==> src/hw/rtl/fnp_pkg.sv <==
// Shared types and constants for the format specifier number printer.
// Used by fnp_front, fnp_back and the top level; no dependencies.
package fnp_pkg;

    localparam int VALUE_BITS_DEF = 32;
    localparam int VAL_W          = 32;
    localparam int CNT_W          = 16;
    localparam int CHAR_W         = 8;
    localparam int QUEUE_DEPTH    = 2;

    localparam logic [CHAR_W-1:0] OP_CHAR  = 8'h63;  // 'c'
    localparam logic [CHAR_W-1:0] OP_DEC   = 8'h64;  // 'd'
    localparam logic [CHAR_W-1:0] OP_INT   = 8'h69;  // 'i'
    localparam logic [CHAR_W-1:0] OP_BIN   = 8'h62;  // 'b'
    localparam logic [CHAR_W-1:0] CH_ZERO  = 8'h30;  // '0'
    localparam logic [CHAR_W-1:0] CH_MINUS = 8'h2d;  // '-'

    typedef enum logic [1:0] {
        K_ONE = 2'd0,   // character, empty character or error: one result
        K_DEC = 2'd1,
        K_BIN = 2'd2
    } t_kind;

    typedef struct packed {
        t_kind             kind;
        logic              neg;
        logic              err;
        logic [VAL_W-1:0]  data;   // char byte, magnitude or binary value
        logic [CNT_W-1:0]  prior;
    } t_cmd;

endpackage

==> src/hw/rtl/fnp_front.sv <==
// Front end: accepts input transactions, classifies the format character
// and queues one command per item. Depends on fnp_pkg.
module fnp_front #(
    parameter int VALUE_BITS = fnp_pkg::VALUE_BITS_DEF
) (
    input  logic                        i_clk,
    input  logic                        i_rst_n,
    input  logic                        i_valid,
    output logic                        o_ready,
    input  logic [fnp_pkg::CHAR_W-1:0]  i_operation,
    input  logic [fnp_pkg::VAL_W-1:0]   i_value,
    input  logic [fnp_pkg::CNT_W-1:0]   i_prior_count,
    output logic                        o_cmd_valid,
    output fnp_pkg::t_cmd               o_cmd,
    input  logic                        i_cmd_pop
);

    localparam int EFF = (VALUE_BITS < fnp_pkg::VAL_W) ? VALUE_BITS : fnp_pkg::VAL_W;
    localparam bit HAS_SIGN = (VALUE_BITS <= fnp_pkg::VAL_W);
    localparam logic [fnp_pkg::VAL_W-1:0] MASK = {fnp_pkg::VAL_W{1'b1}} >> (fnp_pkg::VAL_W - EFF);
    localparam int CW = $clog2(fnp_pkg::QUEUE_DEPTH + 1);
    localparam int PW = $clog2(fnp_pkg::QUEUE_DEPTH);

    fnp_pkg::t_cmd            r_mem [fnp_pkg::QUEUE_DEPTH];
    logic [PW-1:0]            r_wp, r_rp;
    logic [CW-1:0]            r_cnt;
    fnp_pkg::t_cmd            w_cmd;
    logic [fnp_pkg::VAL_W-1:0] w_v;
    logic                     w_push;

    always_comb begin
        w_v          = i_value & MASK;
        w_cmd.kind   = fnp_pkg::K_ONE;
        w_cmd.neg    = 1'b0;
        w_cmd.err    = 1'b0;
        w_cmd.data   = '0;
        w_cmd.prior  = i_prior_count;
        case (i_operation)
            fnp_pkg::OP_CHAR: begin
                w_cmd.data = {{(fnp_pkg::VAL_W - fnp_pkg::CHAR_W){1'b0}}, w_v[7:0]};
            end
            fnp_pkg::OP_DEC, fnp_pkg::OP_INT: begin
                w_cmd.kind = fnp_pkg::K_DEC;
                w_cmd.neg  = HAS_SIGN && w_v[EFF-1];
                // two's complement magnitude; the most negative value stays in range
                w_cmd.data = w_cmd.neg ? ((~w_v + 1'b1) & MASK) : w_v;
            end
            fnp_pkg::OP_BIN: begin
                w_cmd.kind = fnp_pkg::K_BIN;
                w_cmd.data = w_v;
            end
            default: begin
                w_cmd.err = 1'b1;
            end
        endcase
    end

    assign o_ready     = (r_cnt != CW'(fnp_pkg::QUEUE_DEPTH));
    assign w_push      = i_valid && o_ready;
    assign o_cmd_valid = (r_cnt != '0);
    assign o_cmd       = r_mem[r_rp];

    always_ff @(posedge i_clk) begin
        if (!i_rst_n) begin
            r_wp  <= '0;
            r_rp  <= '0;
            r_cnt <= '0;
        end else begin
            if (w_push) begin
                r_wp <= r_wp + 1'b1;
            end
            if (i_cmd_pop) begin
                r_rp <= r_rp + 1'b1;
            end
            case ({w_push, i_cmd_pop})
                2'b10:   r_cnt <= r_cnt + 1'b1;
                2'b01:   r_cnt <= r_cnt - 1'b1;
                default: r_cnt <= r_cnt;
            endcase
        end
    end

    always_ff @(posedge i_clk) begin
        if (w_push) begin
            r_mem[r_wp] <= w_cmd;
        end
    end

    a_no_overfill: assert property (@(posedge i_clk) disable iff (!i_rst_n)
        r_cnt <= CW'(fnp_pkg::QUEUE_DEPTH))
        else $error("command queue overfilled");

    a_no_underflow: assert property (@(posedge i_clk) disable iff (!i_rst_n)
        i_cmd_pop |-> r_cnt != '0)
        else $error("pop from empty command queue");

    a_push_count: assert property (@(posedge i_clk) disable iff (!i_rst_n)
        (w_push && !i_cmd_pop) |=> r_cnt == $past(r_cnt) + 1'b1)
        else $error("queue count missed a push");

endmodule

==> config.mk <==
export PLATFORM = sky130hd
export DESIGN_NAME = fnp_front
export DESIGN_NICKNAME = d
export VERILOG_FILES = /design/src/hw/rtl/fnp_pkg.sv /design/src/hw/rtl/fnp_front.sv
export SDC_FILE = /design/constraint.sdc
export NUM_CORES = 1
export LEC_CHECK = 0
export BUFFER_PORTS_ARGS = -buffer_cell sky130_fd_sc_hd__buf_2
export CORE_ASPECT_RATIO = 0.75
export CORE_UTILIZATION = 49
export DETAILED_ROUTE_END_ITERATION = 12
export PLACE_DENSITY = 0.75
export SLEW_MARGIN = 10
export SYNTH_ARGS = -nofsm -noshare
export SYNTH_HDL_FRONTEND = slang
export SYNTH_SLANG_ARGS = --single-unit
==> constraint.sdc <==
create_clock -name i_clk -period 3.65 [get_ports i_clk]
set_clock_uncertainty 0.15 [all_clocks]
set_input_delay 0 -clock i_clk [delete_from_list [all_inputs] [get_ports i_clk]]
set_output_delay 0 -clock i_clk [all_outputs]
set_load 0.01 [all_outputs]
## Word level (Yosys, flattened, before mapping)

Memory sizes are Yosys's and may differ from the RTL's. A register that Yosys moved wholly into a read port is not among the register bits.
Index checks and enable logic that the tools add are counted.
W data, S select, Z words.

- Register bits after elaboration: 4
- Memory bits (writable): 104
- Input bits: 60
- Output and inout bits: 54
- Logic and storage cells: 32
- Memories: 1

Memories:

| name | depth | bits a word | read ports | clocked after memory_dff | write ports | line | text |
|---|---|---|---|---|---|---|---|
| r_mem | 2 | 52 | 1 | 1 | 1 | fnp_front.sv:24 | `fnp_pkg::t_cmd r_mem [fnp_pkg::QUEUE_DEPTH];` |

- Add/subtract/negate cells: 5
- Eq/ne operators: 7
- Mux-type cells: 10
- Bitwise operators: 1
- Reductions and logical operators: 5

Operators with widths:

| cell | number |
|---|---|
| $pmux W32 S3 | 1 |
| $add A32 B1 Y32 const B | 1 |
| $eq A8 B7 Y1 const B | 4 |
| $mux W32 | 1 |
| $not A32 Y32 | 1 |
| $pmux W2 S2 | 2 |
| $mux W1 | 6 |
| $reduce_bool A2 Y1 | 2 |
| $reduce_or A4 Y1 | 1 |
| $add A1 B1 Y1 const B | 2 |
| $add A2 B1 Y2 const B | 1 |
| $eq A2 B1 Y1 const B | 1 |
| $eq A2 B2 Y1 const B | 1 |
| $ne A2 B2 Y1 const B | 1 |
| $reduce_or A2 Y1 | 1 |
| $sub A2 B1 Y2 const B | 1 |
| $logic_and A1 B1 Y1 | 1 |

## Depth between registers and ports, before layout

- Word-level depth: 4
- Depth in mapped cells: 7
- Depth with buffers taken out: 7

## Worst setup path before layout

No wires, ideal clock.

- Path kind: reg2reg
- Start point: register r_cnt[0]
- End point: memory r_mem[0][0] (netlist name) (enable)
- Setup time: 0.463 ns
- Arrival time: 2.876 ns
- Required time: 3.037 ns
- Slack: 0.161 ns
- Cell stages (with the launch flop): 4
- Buffers on the path: 0
- Clock period less this slack: 3.489 ns
- Cells stage by stage: dfxtp_1 nand2b_1 nand2_1 nor2_1

- Longest elaborated chain between the ends: 4

Ends and longest elaborated chain:

| what | line | text |
|---|---|---|
| from (decl) | fnp_front.sv:26 | `logic [CW-1:0] r_cnt;` |
| from (signal assigned) | fnp_front.sv:76 | `2'b10: r_cnt <= r_cnt + 1'b1;` |
| from (signal assigned) | fnp_front.sv:77 | `2'b01: r_cnt <= r_cnt - 1'b1;` |
| from (signal assigned) | fnp_front.sv:78 | `default: r_cnt <= r_cnt;` |
| $ne A2 B2 Y1 | fnp_front.sv:58 | `assign o_ready = (r_cnt != CW'(fnp_pkg::QUEUE_DEPTH));` |
| net o_ready | fnp_front.sv:9 | `output logic o_ready,` |
| $logic_and A1 B1 Y1 | fnp_front.sv:59 | `assign w_push = i_valid && o_ready;` |
| $mux W1 | fnp_front.sv:84 | `if (w_push) begin` |
| $mux W1 (not written as such) | fnp_front.sv:85 | `r_mem[r_wp] <= w_cmd;` |
| to (decl) | fnp_front.sv:24 |  |

The timed path passes the listed nets, and every way through them passes these cells.

==> flow_metrics.py <==
metrics = {
    "timing": {
        "slew_viol_final": 0,
        "setup_viol": 0,
        "rsz0062_at_grt": "no",
        "setup_ws_ns": 0.926,
        "clock.fmax_mhz": 367,
        "fin_crit_ns": 2.72,
        "worstMarginPinSlew_ns": 0.781,
        "hold_viol_final": 0,
        "min_period_over_period": 0.746,
        "relSlewSlack": 0.479,
        "fin_setup_tns_ns": 0,
    },
    "grt": {
        "antenna_found_initial": 0,
        "met1_usage": 0.283,
        "met2_usage": 0.355,
        "use_met3": 0.0448,
        "top_usage_layer": "met2",
        "track_usage": 0.215,
        "grt_pass1_vias": 3640,
        "grt_pass1_wl_um": 18000,
        "overflow": 0,
        "grt_max_degree": 40,
    },
    "clocking": {
        "cts_tree": "built",
        "clkTransAtPathRegs_ns": 0.08,
        "max-clock-path-buffers": 2,
        "numCtsBuffers": 9,
        "clkSinkCount": 109,
        "clkLatencyLatePin_ns": 0.35,
        "cts-root-buf": "clkbuf_16",
        "h-tree-depth": 3,
    },
    "yosys": {
        "syn_area_sq_mm": 0.00509,
        "synth_area_leaders": "edfxtp_1 (61%), mux2_2 (11%), o21ai_0 (2.5%)",
        "ys.flop_type": "edfxtp_1",
        "yosys.area.top_type": "edfxtp_1",
        "synth_seq_cells": 109,
        "synth-warning-count": 0,
        "synth-async-reset-ratio": 0,
        "syn_inst": 378,
        "synth_area_per_cell_sq_um": 13.5,
        "synth_nets": 440,
        "synthTopCellsByCount": "edfxtp_1 (104), mux2_2 (52), o21ai_0 (25)",
        "synth_top_area_frac": 0.613,
        "synth_most_common_cell": "edfxtp_1",
        "seq_area_frac_synth": 0.633,
        "ys_types": 49,
        "synth_edf_count": 104,
    },
    "drt": {
        "first_pass_iters": 5,
        "drt_wl_total_um": 11500,
        "drc_errors": 0,
        "vias": 3790,
        "viasPerCell": 5.60,
        "wl_per_cell_um": 17.0,
        "drtIter0Drc": 232,
        "detail-route-antenna-nets": 0,
    },
    "setup_path": {
        "cp_max_fo": 8,
        "crit_chain": "dlygate4sd3_1 -> buf_2 -> nor4_1 -> nand4_1 -> o41ai_1 -> or3_1 -> nand3_1",
        "crit_path_start_kind": "input port",
        "crit_buf_inv": 2,
        "cp.arrival_ns": 2.67,
        "crit_slowest_cell": "nor4_1",
        "crit_path_end_kind": "flip-flop",
        "crit_family": "simple AND/OR/NAND/NOR gates",
        "critPathKind": "input port to flip-flop",
        "max_stage_delay_ns": 0.65,
        "required_ns": 3.59,
    },
    "run_status": {
        "status": "finished clean",
    },
    "worst_hold_path": {
        "hp-class": "input port to flip-flop",
    },
    "placed_design": {
        "routabilityCongestion": 0.838,
        "dp_slack_ns": 1.14,
        "portBuffers": 113,
        "dp_hpwl_um": 7470,
    },
    "finish": {
        "area_growth_pct": 29.2,
        "drive_above_1_share": 0.361,
        "antenna_cells": 0,
        "fin_nets": 602,
    },
    "floorplan": {
        "row_count": 31,
        "core_sq_mm": 0.00989,
        "initial_core_util": 0.515,
        "io_pins": 114,
        "die_w_um": 120,
        "dieArea_sq_mm": 0.0108,
        "die_h_um": 90.3,
    },
    "power": {
        "power_density_mw_per_mm2": 448,
        "vdd_drop_max_uv": 302,
        "p_leak_nw": 2.46,
    },
    "flow_run": {
        "max_cap_violations": 0,
    },
}
[kinds of logic after synthesis]
family / count (synthesis) / share of synthesized area
DFF: 109 / 0.633
AOI/OAI and AO/OA: 80 / 0.104
xor gates and xnor gates: 4 / 0.00688
muxes: 52 / 0.115
adders and majority gates: 2 / 0.00491
and+or+nand+nor: 101 / 0.112
buffers and inverters: 30 / 0.0246
[layout by cell type, fill, tap and decap left out, drive strengths merged, types with 2 or more instances in the layout]
cell         instances
buf                119
edfxtp             104
mux2                52
dlygate4sd3         50
o21ai               26
nand2               24
nand3               22
a21oi               16
inv                 16
or3                 14
o31ai               12
clkbuf              10
nor2                 9
o41ai                7
nor4                 6
dfxtp                5
nor3                 4
a21o                 4
and2                 4
o22ai                3
nand4b               3
nand2b               3
xnor2                3
nor4bb               2
nand4                2
nand3b               2
or2                  2
a22o                 2
o21a                 2
a21boi               2
ha                   2
clkinvlp             2
[timing repair]
action | 4_1_cts | 5_1_grt
setup buffers | 0 | 0
resized for setup | 0 | 0
hold buffers | 50 | 0
hold endpoints to repair | 99 | 0
[state kept, by name (all words and copies together) (netlist names), named ones only]
name / count
r_wp: 1
r_mem: 104
r_cnt: 2
r_rp: 1
[per-stage QoR]
stage	area (sq um)	hold WS (ns)	util	power (mW)	cells
after floorplan	5090	-0.0511	-	1.81	378
after global placement	5800	0.0383	0.586	1.99	611
after detailed placement	5800	0.0441	0.586	2.00	611
after CTS	6580	0.00725	0.666	2.97	677
after global routing	6580	0.0268	0.666	3.06	677
final	6580	0.0125	0.666	2.95	677
[cell type report]
class                           instances  area, sq um
Tap cell                              132          165
Timing Repair Buffer                  169         1110
Fill cell                             743         3310
Inverter                               12         45.0
Sequential cell                       109         3220
Multi-Input combinational cell        239         1760
Clock inverter                          6         52.6
Clock buffer                           10          229
[worst register-to-register path, stage by stage, from the launching register on]
cell and delay [ns]:
dfxtp_1 0.39, nand2b_1 0.16, nand2_1 0.14, nor2_4 0.41, buf_4 0.55
[path summary, 6_finish.rpt]
kind	endpoint	start	cells past startpoint	slack [ns]
max	r_mem[0][45]	i_value[7]	7	0.93
min	r_wp	i_valid	4	0.01
min reg2reg	r_cnt[1]	r_cnt[1]	2	0.38
max reg2reg	r_mem[0][27]	r_cnt[0]	4	1.48
[per-layer routing]
metal	part of all wire	wire [um]	vias up
met5	0	0	-
met4	0.017	200	0
li1	-	-	1795
met3	0.069	787	19
met2	0.47	5360	172
met1	0.45	5130	1804
[power breakdown]
part | total (mW) | switching, mW | leakage, nW | internal, mW
Sequential | 1.53 | 0.0406 | 1.01 | 1.49
Clock | 0.934 | 0.458 | 0.132 | 0.476
Combinational | 0.483 | 0.252 | 1.32 | 0.231
Total | 2.95 | 0.751 | 2.46 | 2.20
Note: power is estimated with default switching activity, not from simulation.
